--- src/rtl/sse_event_stream_parser_defines.svh ---
// Assertion macros for the event-stream parser.
// Uses clk and rst of the module that expands them.
`ifndef SSE_EVENT_STREAM_PARSER_DEFINES_SVH
`define SSE_EVENT_STREAM_PARSER_DEFINES_SVH

// Same-cycle implication, checked at every rising edge outside reset.
`define SSEP_ASSERT_NOW(lbl, ante, cons, msg) \
  lbl: assert property (@(posedge clk) disable iff (rst) (ante) |-> (cons)) else $error(msg);

// Next-cycle implication, checked at every rising edge outside reset.
`define SSEP_ASSERT_NEXT(lbl, ante, cons, msg) \
  lbl: assert property (@(posedge clk) disable iff (rst) (ante) |=> (cons)) else $error(msg);

`endif

--- src/rtl/ssep_pkg.sv ---
// Shared types, codes and character tables of the event-stream parser.
// No dependencies.
package ssep_pkg;

  localparam int LINE_LIMIT_DEF        = 2048;
  localparam int DATA_BUFFER_BYTES_DEF = 2048;

  localparam logic [1:0] OP_FEED    = 2'd0;
  localparam logic [1:0] OP_READ    = 2'd1;
  localparam logic [1:0] OP_RESTART = 2'd2;

  localparam logic RES_DISPATCH = 1'b0;
  localparam logic RES_READ     = 1'b1;

  localparam logic [7:0] CHAR_NUL   = 8'h00;
  localparam logic [7:0] CHAR_LF    = 8'h0A;
  localparam logic [7:0] CHAR_CR    = 8'h0D;
  localparam logic [7:0] CHAR_SPACE = 8'h20;
  localparam logic [7:0] CHAR_D     = 8'h64;
  localparam logic [7:0] CHAR_E     = 8'h65;

  typedef enum logic [2:0] {
    KIND_VALUES  = 3'd0,
    KIND_PATCHES = 3'd1,
    KIND_SYNC    = 3'd2,
    KIND_OTHER   = 3'd3,
    KIND_UNNAMED = 3'd4
  } kind_t;

  // Per-beat requests from the line parser to the buffer and result logic.
  typedef struct packed {
    logic       wr_en;
    logic [7:0] wr_data;
    logic       disp;
    kind_t      kind;
  } evt_t;

  // Field prefix characters; a position past the end gives NUL, which never
  // reaches the prefix match.
  function automatic logic [7:0] ev_prefix_char(input logic [2:0] pos);
    case (pos)
      3'd0: ev_prefix_char = "e";
      3'd1: ev_prefix_char = "v";
      3'd2: ev_prefix_char = "e";
      3'd3: ev_prefix_char = "n";
      3'd4: ev_prefix_char = "t";
      3'd5: ev_prefix_char = ":";
      default: ev_prefix_char = CHAR_NUL;
    endcase
  endfunction

  function automatic logic [7:0] da_prefix_char(input logic [2:0] pos);
    case (pos)
      3'd0: da_prefix_char = "d";
      3'd1: da_prefix_char = "a";
      3'd2: da_prefix_char = "t";
      3'd3: da_prefix_char = "a";
      3'd4: da_prefix_char = ":";
      default: da_prefix_char = CHAR_NUL;
    endcase
  endfunction

  function automatic logic [7:0] values_char(input logic [2:0] pos);
    case (pos)
      3'd0: values_char = "v";
      3'd1: values_char = "a";
      3'd2: values_char = "l";
      3'd3: values_char = "u";
      3'd4: values_char = "e";
      3'd5: values_char = "s";
      default: values_char = CHAR_NUL;
    endcase
  endfunction

  function automatic logic [7:0] patches_char(input logic [2:0] pos);
    case (pos)
      3'd0: patches_char = "p";
      3'd1: patches_char = "a";
      3'd2: patches_char = "t";
      3'd3: patches_char = "c";
      3'd4: patches_char = "h";
      3'd5: patches_char = "e";
      3'd6: patches_char = "s";
      default: patches_char = CHAR_NUL;
    endcase
  endfunction

  function automatic logic [7:0] sync_char(input logic [2:0] pos);
    case (pos)
      3'd0: sync_char = "s";
      3'd1: sync_char = "y";
      3'd2: sync_char = "n";
      3'd3: sync_char = "c";
      default: sync_char = CHAR_NUL;
    endcase
  endfunction

  // Bit 0 values, bit 1 patches, bit 2 sync: which names still match here.
  function automatic logic [2:0] name_hits(input logic [2:0] pos, input logic [7:0] c);
    name_hits = {c == sync_char(pos), c == patches_char(pos), c == values_char(pos)};
  endfunction

endpackage

--- src/rtl/ssep_line_core.sv ---
// Line parser of the event-stream parser: line classes, event name match and
// data length bookkeeping. Depends on ssep_pkg.
module ssep_line_core #(
  parameter int LINE_LIMIT        = ssep_pkg::LINE_LIMIT_DEF,
  parameter int DATA_BUFFER_BYTES = ssep_pkg::DATA_BUFFER_BYTES_DEF
) (
  input  logic                                 clk,
  input  logic                                 rst,
  input  logic                                 step,
  input  logic                                 restart,
  input  logic [7:0]                           stream_byte,
  output ssep_pkg::evt_t                       evt,
  output logic [$clog2(DATA_BUFFER_BYTES)-1:0] wr_addr,
  output logic [$clog2(DATA_BUFFER_BYTES)-1:0] disp_len
);
  import ssep_pkg::*;

  localparam int AW  = $clog2(DATA_BUFFER_BYTES);
  localparam int TW  = $clog2(LINE_LIMIT + 1);
  localparam int LLW = $clog2(LINE_LIMIT);
  localparam int SW  = ((AW > TW) ? AW : TW) + 1;

  localparam logic [LLW-1:0] LINE_MAX = LLW'(LINE_LIMIT - 1);
  localparam logic [TW-1:0]  TENT_MAX = TW'(LINE_LIMIT);
  localparam logic [SW-1:0]  BUF_END  = SW'(DATA_BUFFER_BYTES);
  localparam logic [SW-1:0]  HELD_END = SW'(DATA_BUFFER_BYTES - 1);

  typedef enum logic [2:0] {
    CLS_START,
    CLS_IGNORE,
    CLS_PFX_EVENT,
    CLS_PFX_DATA,
    CLS_EV_SPACE,
    CLS_EV_NAME,
    CLS_DA_SPACE,
    CLS_DA_BODY
  } cls_t;

  logic [LLW-1:0] line_length, line_length_next;
  cls_t           line_class, line_class_next;
  logic [2:0]     prefix_position, prefix_position_next;
  logic [2:0]     name_flags, name_flags_next;
  logic [2:0]     name_length, name_length_next;
  logic [AW-1:0]  held, held_next;
  logic [TW-1:0]  tent, tent_next;
  logic           join_pend, join_pend_next;
  logic           content_ended, content_ended_next;
  kind_t          ev_kind, ev_kind_next;

  logic [SW-1:0] base_sum;
  logic [SW-1:0] body_sum;
  logic [SW-1:0] wr_sum;
  logic          wr_en_c;
  logic [7:0]    wr_data_c;
  logic          disp_c;
  logic [2:0]    hits;

  always_comb begin
    line_length_next     = line_length;
    line_class_next      = line_class;
    prefix_position_next = prefix_position;
    name_flags_next      = name_flags;
    name_length_next     = name_length;
    held_next            = held;
    tent_next            = tent;
    join_pend_next       = join_pend;
    content_ended_next   = content_ended;
    ev_kind_next         = ev_kind;

    // Next store position: after the held data, the pending newline and the
    // bytes of this line so far.
    base_sum  = SW'(held) + SW'(join_pend);
    body_sum  = base_sum + ((line_class == CLS_DA_BODY) ? SW'(tent) : '0);
    wr_sum    = body_sum;
    wr_en_c   = 1'b0;
    wr_data_c = stream_byte;
    disp_c    = 1'b0;
    hits      = name_hits(name_length, stream_byte);

    if (stream_byte == CHAR_CR) begin
      // Carriage returns are dropped without counting.
    end else if (stream_byte == CHAR_LF) begin
      case (line_class)
        CLS_START: begin
          if (held != '0) begin
            disp_c       = 1'b1;
            held_next    = '0;
            ev_kind_next = KIND_UNNAMED;
          end
        end
        CLS_EV_SPACE: begin
          ev_kind_next = KIND_UNNAMED;
        end
        CLS_EV_NAME: begin
          if (name_flags[0] && name_length == 3'd6) begin
            ev_kind_next = KIND_VALUES;
          end else if (name_flags[1] && name_length == 3'd7) begin
            ev_kind_next = KIND_PATCHES;
          end else if (name_flags[2] && name_length == 3'd4) begin
            ev_kind_next = KIND_SYNC;
          end else begin
            ev_kind_next = KIND_OTHER;
          end
        end
        CLS_DA_SPACE, CLS_DA_BODY: begin
          if (join_pend) begin
            wr_en_c   = 1'b1;
            wr_sum    = SW'(held);
            wr_data_c = CHAR_LF;
          end
          // A line that would overflow drops the whole event.
          if (body_sum < HELD_END) begin
            held_next = body_sum[AW-1:0];
          end else begin
            held_next    = '0;
            ev_kind_next = KIND_UNNAMED;
          end
        end
        default: begin
        end
      endcase
      line_length_next     = '0;
      line_class_next      = CLS_START;
      prefix_position_next = '0;
      name_flags_next      = '0;
      name_length_next     = '0;
      tent_next            = '0;
      join_pend_next       = 1'b0;
      content_ended_next   = 1'b0;
    end else if (line_length < LINE_MAX) begin
      line_length_next = line_length + 1'b1;
      if (!content_ended) begin
        if (stream_byte == CHAR_NUL) begin
          content_ended_next = 1'b1;
        end else begin
          case (line_class)
            CLS_START: begin
              if (stream_byte == CHAR_E) begin
                line_class_next      = CLS_PFX_EVENT;
                prefix_position_next = 3'd1;
              end else if (stream_byte == CHAR_D) begin
                line_class_next      = CLS_PFX_DATA;
                prefix_position_next = 3'd1;
              end else begin
                line_class_next = CLS_IGNORE;
              end
            end
            CLS_PFX_EVENT: begin
              if (prefix_position < 3'd6 &&
                  stream_byte == ev_prefix_char(prefix_position)) begin
                prefix_position_next = prefix_position + 3'd1;
                if (prefix_position == 3'd5) begin
                  line_class_next = CLS_EV_SPACE;
                end
              end else begin
                line_class_next = CLS_IGNORE;
              end
            end
            CLS_PFX_DATA: begin
              if (prefix_position < 3'd5 &&
                  stream_byte == da_prefix_char(prefix_position)) begin
                prefix_position_next = prefix_position + 3'd1;
                if (prefix_position == 3'd4) begin
                  line_class_next = CLS_DA_SPACE;
                  tent_next       = '0;
                  join_pend_next  = (held != '0) && ((SW'(held) + 1'b1) < HELD_END);
                end
              end else begin
                line_class_next = CLS_IGNORE;
              end
            end
            CLS_EV_SPACE: begin
              if (stream_byte != CHAR_SPACE) begin
                line_class_next  = CLS_EV_NAME;
                name_flags_next  = name_hits(3'd0, stream_byte);
                name_length_next = 3'd1;
              end
            end
            CLS_EV_NAME: begin
              name_flags_next = name_flags & hits;
              if (name_length != 3'd7) begin
                name_length_next = name_length + 3'd1;
              end
            end
            CLS_DA_SPACE: begin
              if (stream_byte != CHAR_SPACE) begin
                line_class_next = CLS_DA_BODY;
                wr_en_c         = body_sum < BUF_END;
                tent_next       = TW'(1);
              end
            end
            CLS_DA_BODY: begin
              wr_en_c = body_sum < BUF_END;
              if (tent < TENT_MAX) begin
                tent_next = tent + 1'b1;
              end
            end
            default: begin
            end
          endcase
        end
      end
    end
  end

  always_ff @(posedge clk) begin
    if (rst || restart) begin
      line_length     <= '0;
      line_class      <= CLS_START;
      prefix_position <= '0;
      name_flags      <= '0;
      name_length     <= '0;
      held            <= '0;
      tent            <= '0;
      join_pend       <= 1'b0;
      content_ended   <= 1'b0;
      ev_kind         <= KIND_UNNAMED;
    end else if (step) begin
      line_length     <= line_length_next;
      line_class      <= line_class_next;
      prefix_position <= prefix_position_next;
      name_flags      <= name_flags_next;
      name_length     <= name_length_next;
      held            <= held_next;
      tent            <= tent_next;
      join_pend       <= join_pend_next;
      content_ended   <= content_ended_next;
      ev_kind         <= ev_kind_next;
    end
  end

  assign evt.wr_en   = step && wr_en_c;
  assign evt.wr_data = wr_data_c;
  assign evt.disp    = step && disp_c;
  assign evt.kind    = ev_kind;
  assign wr_addr     = wr_sum[AW-1:0];
  assign disp_len    = held;

endmodule

--- config.mk ---
export PLATFORM = sky130hd
export DESIGN_NAME = ssep_line_core
export DESIGN_NICKNAME = d
export VERILOG_FILES = /design/src/rtl/sse_event_stream_parser_defines.svh /design/src/rtl/ssep_pkg.sv /design/src/rtl/ssep_line_core.sv
export SDC_FILE = /design/constraint.sdc
export NUM_CORES = 1
export LEC_CHECK = 0
export BUFFER_PORTS_ARGS = -buffer_cell sky130_fd_sc_hd__buf_4
export CORE_ASPECT_RATIO = 0.9
export CORE_MARGIN = 5
export CORE_UTILIZATION = 50
export DETAILED_ROUTE_END_ITERATION = 16
export PLACE_DENSITY = 0.75
export SYNTH_ARGS = -nofsm -noshare
export SYNTH_HDL_FRONTEND = slang
export SYNTH_SLANG_ARGS = --single-unit
export TNS_END_PERCENT = 10
--- constraint.sdc ---
create_clock -name clk -period 11.65 [get_ports clk]
set_input_delay 1.165 -clock clk [delete_from_list [all_inputs] [get_ports clk]]
set_output_delay 1.165 -clock clk [all_outputs]
set_load 0.01 [all_outputs]
==> results of run 1 <==
==> path summary, 6_finish.rpt <==
path,to,depth (start not counted),startpoint,slack [ps]
setup reg to reg,ev_kind[1],12,line_class[0],6780
hold reg to reg,ev_kind[0],2,ev_kind[0],460
setup / recovery,wr_addr[10],11,line_class[0],6150
hold / removal,ev_kind[0],2,ev_kind[0],460
==> critical path: stages (launching register included) <==
cell,delay (ps)
dfxtp_1,900
and3_1,500
and2_1,210
fa_1,200
inv_1,60
fa_1,390
nand2b_1,180
a211oi_1,390
nor3_1,110
nor4b_1,660
mux2_2,300
buf_4,120
==> sequential cells by signal (all words and copies together), names as in the netlist <==
register,cells
name_length,3
line_class,3
content_ended,1
disp_len,11
join_pend,1
tent,12
line_length,11
ev_kind,3
prefix_position,3
name_flags,3
==> cell families (layout without fill, tap and decap cells) <==
kind of cell,count (synthesis),count (layout),synth area share
buffers and inverters,68,77,0.0601
DFF,51,51,0.227
muxes,15,15,0.0354
and+or+nand+nor,258,258,0.304
AOI/OAI and AO/OA,165,165,0.252
xor gates and xnor gates,25,25,0.0487
adders and majority gates,25,25,0.0729
==> area by class of cell <==
class / instances / area, sq um
Sequential cell: 51 / 1020
Tap cell: 119 / 149
Clock buffer: 5 / 68.8
Multi-Input combinational cell: 488 / 3200
Fill cell: 872 / 3770
Inverter: 22 / 82.6
Timing Repair Buffer: 47 / 353
Clock inverter: 3 / 43.8
==> metrics by stage <==
step	hold WS (ps)	instance area (sq um)	setup WS [ps]	utilization
floorplan	454	4490	7390	-
global placement	444	4810	6750	0.553
detailed placement	449	4810	6570	0.553
CTS	467	4920	6220	0.566
global route	488	4920	5930	0.566
finish	464	4920	6150	0.566
==> placed cells by master (no fill, tap or decap), types with 10 or more instances in the layout <==
master	n
nand2_1	48
nor4_1	14
xor2_1	10
xnor2_1	15
nor3_1	17
nand3_1	26
dfxtp_1	51
buf_4	47
and2_1	18
inv_1	22
nor2_1	58
and3_1	12
o21ai_0	34
nand4_1	13
a22o_1	12
ha_1	23
a21oi_1	34
==> layer usage <==
layer / share of wire / global-route usage
met1: 0.49 / 0.331
met2: 0.44 / 0.338
met3: 0.060 / 0.0309
met4: 0.011 / 0.0403
met5: 0 / 0
==> power by group <==
group | leakage [nW] | switching, mW | internal [mW]
combinational | 1.41 | 0.0194 | 0.0114
sequential | 0.411 | 0.00155 | 0.175
clock | 0.0581 | 0.0652 | 0.0641
==> summary.txt, run 1 <==
Clocking
  • CTS tree: yes
  • Hold_buf cts: 0
  • CTS max path bufs: 2
  • Root buf cell: clkbuf_8
  • Clk slew on worst S/H paths: 100 ps
  • CTS H-tree depth: 2
  • Cts bufs inserted: 5
  • Clk_lat worst skew: 320 ps
  • Resized Gates After CTS: 0
  • Clock sink count: 51
  • Post-CTS Setup Inserts: 0

Synth
  • Synth area leaders: dfxtp_1 (23%), ha_1 (6.4%), nor2_1 (4.8%), nand2_1 (4.0%), a21oi_1 (3.8%)
  • Synth top cells by count: nor2_1 (58), dfxtp_1 (51), nand2_1 (48)
  • Netlist Area Pre-Place: 4490 sq um
  • Top-count cell post-synth: nor2_1
  • Sequential area share after synthesis: 0.227
  • Yosys cell types: 66
  • Async S/R FF share, synth: 0
  • Syn_area_per_cell: 7.40 sq um
  • Syn Nets: 644
  • Ys Warns: 0
  • Main synth FF type: dfxtp_1
  • FF+latch count, synth: 51
  • Cells after Synth: 607
  • Post-synth EDFFs: 0
  • Synth area leader: dfxtp_1
  • Area share of the largest cell type after synthesis: 0.227

Timing
  • Final setup TNS: 0 ps
  • Final Cycle Share: 0.472
  • Achievable Freq: 182 MHz
  • Worst Skew: 14.2 ps
  • Pins Over Slew Limit: 0
  • Setup-failing EPs final: 0
  • Tightest Pin Transition: 1120 ps
  • Min Tclk post-route: 5500 ps
  • Hold Vio Cnt, Final: 0
  • Unrepaired setup endpoints after global routing: no
  • Relative slew slack: 0.237

Status
  • Status: finished, final reports clean

Detailed routing
  • DRT Pass-1 Iters: 5
  • 1st-iter DRT viols: 393
  • Drt drc: 0
  • Via-per-instance ratio: 6.34
  • DR vias: 4,659
  • Routed wire length per instance: 16.8 microns
  • Antenna-violating nets left: 0
  • Routed wire length: 12,400 microns

Cells and area
  • Final nets: 652
  • Layout cells sized above 1: 0.120
  • Ant. Diodes: 0
  • P&R area growth vs syn: 9.49%
  • Non-Filler Instances: 735

Die
  • I/O pins: 47
  • DIE HEIGHT: 99.9 microns
  • Die area: 11,000 sq um
  • Initial core utilization: 0.517
  • Die width: 110 microns
  • Core area: 8690 sq um
  • Number of cell rows: 32

Job
  • MaxCap Viol Count: 0

Power
  • Leak pwr: 1.88 nW
  • PD cells: 68.4 nW/um^2
  • Worst-case vdd ir drop: 0.0721 mV
  • Total power: 0.336 mW

Worst setup path
  • Required time of the critical path: 10,490 ps
  • CP max FO: 26
  • Worst path arrival time: 4330 ps
  • Setup CP Type: reg -> out
  • Startpoint types: flip-flop
  • Setup crit end kind: output pin

Hold path
  • Min-Delay Path Class: reg -> reg

Placed design
  • Port bufs: 46
  • Placed Instances: 727
  • Hpwl dp: 9080 microns
  • Final GP Congestion: 0.972

Global route
  • Largest net degree at the start of global routing: 27
  • Initial antenna violation count: 0
  • GRT Util Overall: 0.221
  • Vias in the first global route: 4,081
  • First-pass GRT wire length: 20,000 microns
  • Grt ovf: 0
Power figures use the tool's default switching activity.
==> inputs of run 2 (changes only) <==
Settings changed: PLACE_DENSITY 0.75 to 0.78.
Clock period 11.65 ns to 4.55 ns, I/O delays scaled along.
==> run 2 against run 1 <==
  * Utilization up 0.30 points
  * Design area up 0.53%
  * Register-to-register slack worse by 6200 ps
  * Sequential power rose to 2.5 times the previous value
  * Critical path type unchanged
  * Largest cell class unchanged
  * Largest power group unchanged
==> summary.txt, run 2 (synthesized netlist as in run 1, its figures left out) <==
Status
  • Status: finished, final reports clean

Global route
  • Grt ovf: 0
  • GRT Util Overall: 0.223
  • Vias in the first global route: 4,204
  • First-pass GRT wire length: 20,400 microns
  • Largest net degree at the start of global routing: 27
  • Initial antenna violation count: 0

Clocking
  • Root buf cell: clkbuf_8
  • Clk slew on worst S/H paths: 100 ps
  • CTS tree: yes
  • Post-CTS Setup Inserts: 0
  • Hold_buf cts: 0
  • Cts bufs inserted: 5
  • Clk_lat worst skew: 300 ps
  • Resized Gates After CTS: 0
  • CTS H-tree depth: 2
  • CTS max path bufs: 2
  • Clock sink count: 51

Cells and area
  • Reg with most FFs: tent
  • Register area: 1020 sq um
  • P&R area growth vs syn: 10.1%
  • Area of all placed cells without fillers: 4950 sq um
  • Non-Filler Instances: 738
  • Final nets: 655
  • Commonest non-fill, non-tap cell in the layout: nor2_1
  • Ant. Diodes: 0
  • Fillcell total: 829
  • Most frequent cells in the layout: nor2_1 (58), dfxtp_1 (51), buf_4 (50)
  • Max reg flops: 12
  • Final core occ: 0.569
  • Layout cells sized above 1: 0.124
  • Area of the multi-input gates: 3200 sq um

Power
  • Leak pwr: 1.90 nW
  • Logic pwr share: 0.097
  • Switching Power: 0.211 mW
  • PD cells: 173 nW/um^2
  • Switching Fraction: 0.247
  • Internal power: 0.644 mW
  • Clock power frac: 0.379
  • Worst-case vdd ir drop: 0.142 mV
  • Sequential Power Share: 0.524
  • Total power: 0.855 mW

Die
  • Initial core utilization: 0.517
  • Core area: 8690 sq um
  • Die area: 11,000 sq um
  • DIE HEIGHT: 99.9 microns
  • I/O pins: 47
  • Die width: 110 microns
  • Number of cell rows: 32

Hold path
  • Min-Delay Path Class: reg -> reg
  • Min-Delay Path Depth: 2
  • Min-delay src: ev_kind[1]
  • Worst Hold End: ev_kind[1]

Detailed routing
  • DRT Pass-1 Iters: 5
  • Routed wire length: 12,300 microns
  • DR vias: 4,675
  • Via-per-instance ratio: 6.33
  • 1st-iter DRT viols: 399
  • Drt drc: 0
  • Routed wire length per instance: 16.7 microns
  • Antenna-violating nets left: 0

Worst setup path
  • Critical Path Most Common Cell: fa_1
  • Slowest stage cell, crit path: nor4b_1
  • Buf+Inv Stages, Crit Path: 2
  • Reg2reg end: disp_len[8]
  • Max incr delay on CP: 640 ps
  • Setup CP Type: reg -> out
  • Startpoint types: flip-flop
  • CP delay by family, top: simple AND/OR/NAND/NOR gates
  • Required time of the critical path: 4090 ps
  • Worst path arrival time: 3830 ps
  • Setup crit end kind: output pin
  • Reg2Reg Setup Slack: 590 ps
  • Reg-to-Reg Start: line_class[2]
  • R2R cell count: 12
  • Sequence of cells on the critical path: and3_1 > and2_1 > fa_1 > inv_1 > fa_1 > nand2b_1 > a211oi_1 > nor3_1 > nor4b_1 > mux2_2 > buf_4
  • CP Depth: 11
  • CP max FO: 13

Timing
  • Setup-failing EPs final: 0
  • Worst Skew: 9.66 ps
  • Final Cycle Share: 0.942
  • Hold Vio Cnt, Final: 0
  • Tightest Pin Transition: 1080 ps
  • Min Tclk post-route: 4280 ps
  • Relative slew slack: 0.258
  • Unrepaired setup endpoints after global routing: no
  • Final setup TNS: 0 ps
  • Achievable Freq: 233 MHz
  • Pins Over Slew Limit: 0

Placed design
  • Placed Instances: 730
  • Hpwl dp: 9260 microns
  • Final GP Congestion: 0.995
  • Area after DPL: 4830 sq um
  • Port bufs: 46

Job
  • MaxCap Viol Count: 0
[run 2: changes by cell type in the layout (fill, tap and decap cells not counted), sizes merged]
cell and change:
inv +1, buf +3, clkinv -1
[run 2: worst register-to-register path: cells and delay by family, from the launching register on]
family / cells / cell delay [ps]
simple gates: 6 / 1660
buf+inv: 1 / 60
flops: 1 / 540
fa+ha+maj: 2 / 590
compound gates: 3 / 1010
[run 2: power groups by stage]
stage / clock network (mW) / registers (mW) / logic [mW]
after floorplan: 0 / 0.458 / 0.0580
after global placement: 0 / 0.458 / 0.0806
after detailed placement: 0 / 0.458 / 0.0814
after CTS: 0.330 / 0.448 / 0.0816
after global routing: 0.353 / 0.448 / 0.0907
final: 0.324 / 0.448 / 0.0828
[run 2: per-stage QoR]
step	hold WS [ps]	setup WS [ps]
after detailed placement	457	668
after floorplan	454	833
after CTS	472	319
after global routing	508	10.7
final	469	266
after global placement	456	727
[run 2: area by class of cell]
type / instances / area share
well taps: 119 / 0.0301
multi-input cells: 488 / 0.647
flip-flops and latches: 51 / 0.206
inverters: 22 / 0.0167
clock buffers: 5 / 0.0139
clock inverters: 3 / 0.00961
repair buffers: 50 / 0.0759
[run 2: how the worst max path moves through the flow]
stage / startpoint / to / slack [ps]
finish: line_class[2] / wr_addr[10] / 270
global placement: line_class[2] / ev_kind[0] / 730
floorplan: line_class[2] / ev_kind[0] / 830
detailed placement: line_class[2] / wr_addr[10] / 670
global route: line_class[2] / wr_addr[10] / 10
CTS: line_class[2] / wr_addr[10] / 320
[run 2: layer usage]
metal,GRT usage,share of wire
met5,0,0
met4,0.0249,0.0042
met3,0.0347,0.071
met2,0.344,0.45
met1,0.337,0.47
==> inputs of run 3 (changes only) <==
Settings changed: CORE_UTILIZATION 50 to 39, PLACE_DENSITY 0.78 to 0.65.
==> run 3 against run 2 <==
  * Maximum frequency up 6.2%
  * Hold slack better by 4.8 ps
  * Non-clock buffer count up 1
  * Final cell count up 5.1%
  * Power up 14%
  * Register-to-register slack about the same
  * Clock-buffer cell count unchanged
  * Combinational power up 1%
  * Largest power group unchanged
==> summary.txt, run 3 (synthesized netlist as in run 1, its figures left out) <==
Status
  • Status: finished, final reports clean

Clocking
  • Resized Gates After CTS: 0
  • CTS max path bufs: 2
  • Post-CTS Setup Inserts: 0
  • Clk_lat worst skew: 300 ps
  • CTS H-tree depth: 2
  • Clk slew on worst S/H paths: 70 ps
  • Root buf cell: clkbuf_16
  • Clock sink count: 51
  • CTS tree: yes
  • Hold_buf cts: 0
  • Cts bufs inserted: 5

Placed design
  • Final GP Congestion: 0.975
  • Area after DPL: 4880 sq um
  • Place WS: 632 ps
  • Port bufs: 46
  • Hpwl dp: 9500 microns

Cells and area
  • P&R area growth vs syn: 12.5%
  • Ant. Diodes: 0
  • Final nets: 656
  • Area of all placed cells without fillers: 5060 sq um
  • Reg with most FFs: tent
  • Final core occ: 0.446
  • Commonest non-fill, non-tap cell in the layout: nor2_1
  • Most frequent cells in the layout: nor2_1 (58), dfxtp_1 (51), buf_4 (51)
  • Max reg flops: 12
  • Fillcell total: 1,137
  • Layout cells sized above 1: 0.126

Power
  • Sequential Power Share: 0.460
  • Switching Fraction: 0.240
  • Worst-case vdd ir drop: 0.124 mV
  • Switching Power: 0.234 mW
  • Logic pwr share: 0.086
  • Clock power frac: 0.454
  • Leak pwr: 1.93 nW
  • Internal power: 0.740 mW
  • PD cells: 192 nW/um^2

Die
  • I/O pins: 47
  • Core area: 11,300 sq um
  • Die area: 13,800 sq um
  • Initial core utilization: 0.396
  • Die width: 123 microns
  • DIE HEIGHT: 112 microns
  • Number of cell rows: 37

Timing
  • Tightest Pin Transition: 814 ps
  • Setup-failing EPs final: 0
  • Relative slew slack: 0.455
  • Pins Over Slew Limit: 0
  • Unrepaired setup endpoints after global routing: no
  • Fin Hold WS: 474 ps
  • Min Tclk post-route: 4030 ps
  • Hold Vio Cnt, Final: 0
  • Achievable Freq: 248 MHz
  • Final Cycle Share: 0.887
  • Final setup TNS: 0 ps
  • Fin worst setup slack: 516 ps
  • Worst Skew: 9.69 ps

Global route
  • Largest net degree at the start of global routing: 27
  • Initial antenna violation count: 0
  • GRT Util Overall: 0.185
  • First-pass GRT wire length: 21,100 microns
  • Vias in the first global route: 4,131
  • Grt ovf: 0

Worst setup path
  • Startpoint types: flip-flop
  • CP max FO: 13
  • Critical Path Start: line_class[2]
  • Buf+Inv Stages, Crit Path: 2
  • Max incr delay on CP: 550 ps
  • Sequence of cells on the critical path: and3_1 > and2_1 > fa_1 > inv_1 > fa_1 > nand2b_1 > a211oi_1 > o22ai_1 > xnor2_1 > mux2_2 > buf_4
  • Worst path arrival time: 3580 ps
  • Setup crit end: wr_addr[8]
  • Reg2reg end: ev_kind[1]
  • Setup CP Type: reg -> out
  • CP Depth: 11
  • R2R cell count: 13
  • Required time of the critical path: 4090 ps
  • Slowest stage cell, crit path: dfxtp_1
  • CP delay by family, top: simple AND/OR/NAND/NOR gates
  • Reg2Reg Setup Slack: 600 ps
  • Setup crit end kind: output pin
  • Reg-to-Reg Start: line_class[2]
  • Critical Path Most Common Cell: fa_1

Hold path
  • Min-Delay Path Depth: 2
  • Min-Delay Path Class: reg -> reg

Detailed routing
  • Via-per-instance ratio: 5.96
  • Routed wire length per instance: 16.6 microns
  • 1st-iter DRT viols: 461
  • Antenna-violating nets left: 0
  • DR vias: 4,625
  • Drt drc: 0
  • DRT Pass-1 Iters: 5
  • Routed wire length: 12,900 microns

Job
  • MaxCap Viol Count: 0
run 3: cell count changes in the layout (fill, tap and decap cells not counted), sizes merged:
| cell | before | now |
|---|---|---|
| buf | 50 | 51 |
run 3: power by group through the flow:
stage          combinational, mW  sequential [mW]  clock, mW
2_1_floorplan             0.0580            0.458          0
6_report                  0.0837            0.448      0.442
3_5_place_dp              0.0829            0.458          0
5_1_grt                   0.0911            0.448      0.472
3_3_place_gp              0.0815            0.458          0
4_1_cts                   0.0830            0.448      0.453
run 3: layout make-up:
| cell class | instances | area [sq um] | share of cell area |
|---|---|---|---|
| Multi-Input combinational cell | 488 | 3200 | 0.633 |
| Sequential cell | 51 | 1020 | 0.202 |
| Timing Repair Buffer | 51 | 383 | 0.0757 |
| Tap cell | 156 | 195 | 0.0386 |
| Clock buffer | 5 | 125 | 0.0247 |
| Inverter | 22 | 82.6 | 0.0163 |
| Clock inverter | 3 | 47.5 | 0.00940 |
run 3: worst min path at each step:
stage,start,end,slack [ps]
finish,ev_kind[0],ev_kind[0],470
CTS,ev_kind[0],ev_kind[0],480
detailed placement,ev_kind[0],ev_kind[0],470
global route,ev_kind[0],ev_kind[0],510
global placement,line_length[9],line_length[9],460
floorplan,line_length[9],line_length[9],450
run 3: metrics by stage:
stage          cells  total power [mW]
2_1_floorplan    607             0.516
3_3_place_gp     768             0.540
3_5_place_dp     768             0.541
4_1_cts          776             0.984
5_1_grt          776              1.01
6_report         776             0.973
run 3: metal layers:
layer	part of all wire	vias to the layer above	wire, microns	GRT usage
li1	-	2265	-	-
met5	0	-	0	0
met3	0.067	11	868	0.0401
met1	0.48	2179	6220	0.272
met2	0.44	170	5650	0.275
met4	0.012	0	149	0.0443
run 3: worst reg2reg max path: cells and delay by family, from the launching register on:
family                   cells  cell delay, ps
AND/OR/NAND/NOR              6            1230
AO/OA/AOI/OAI                2            1040
adder cells (fa/ha/maj)      2             580
flip-flops                   1             550
buffers and inverters        2             250
multiplexers                 1             250
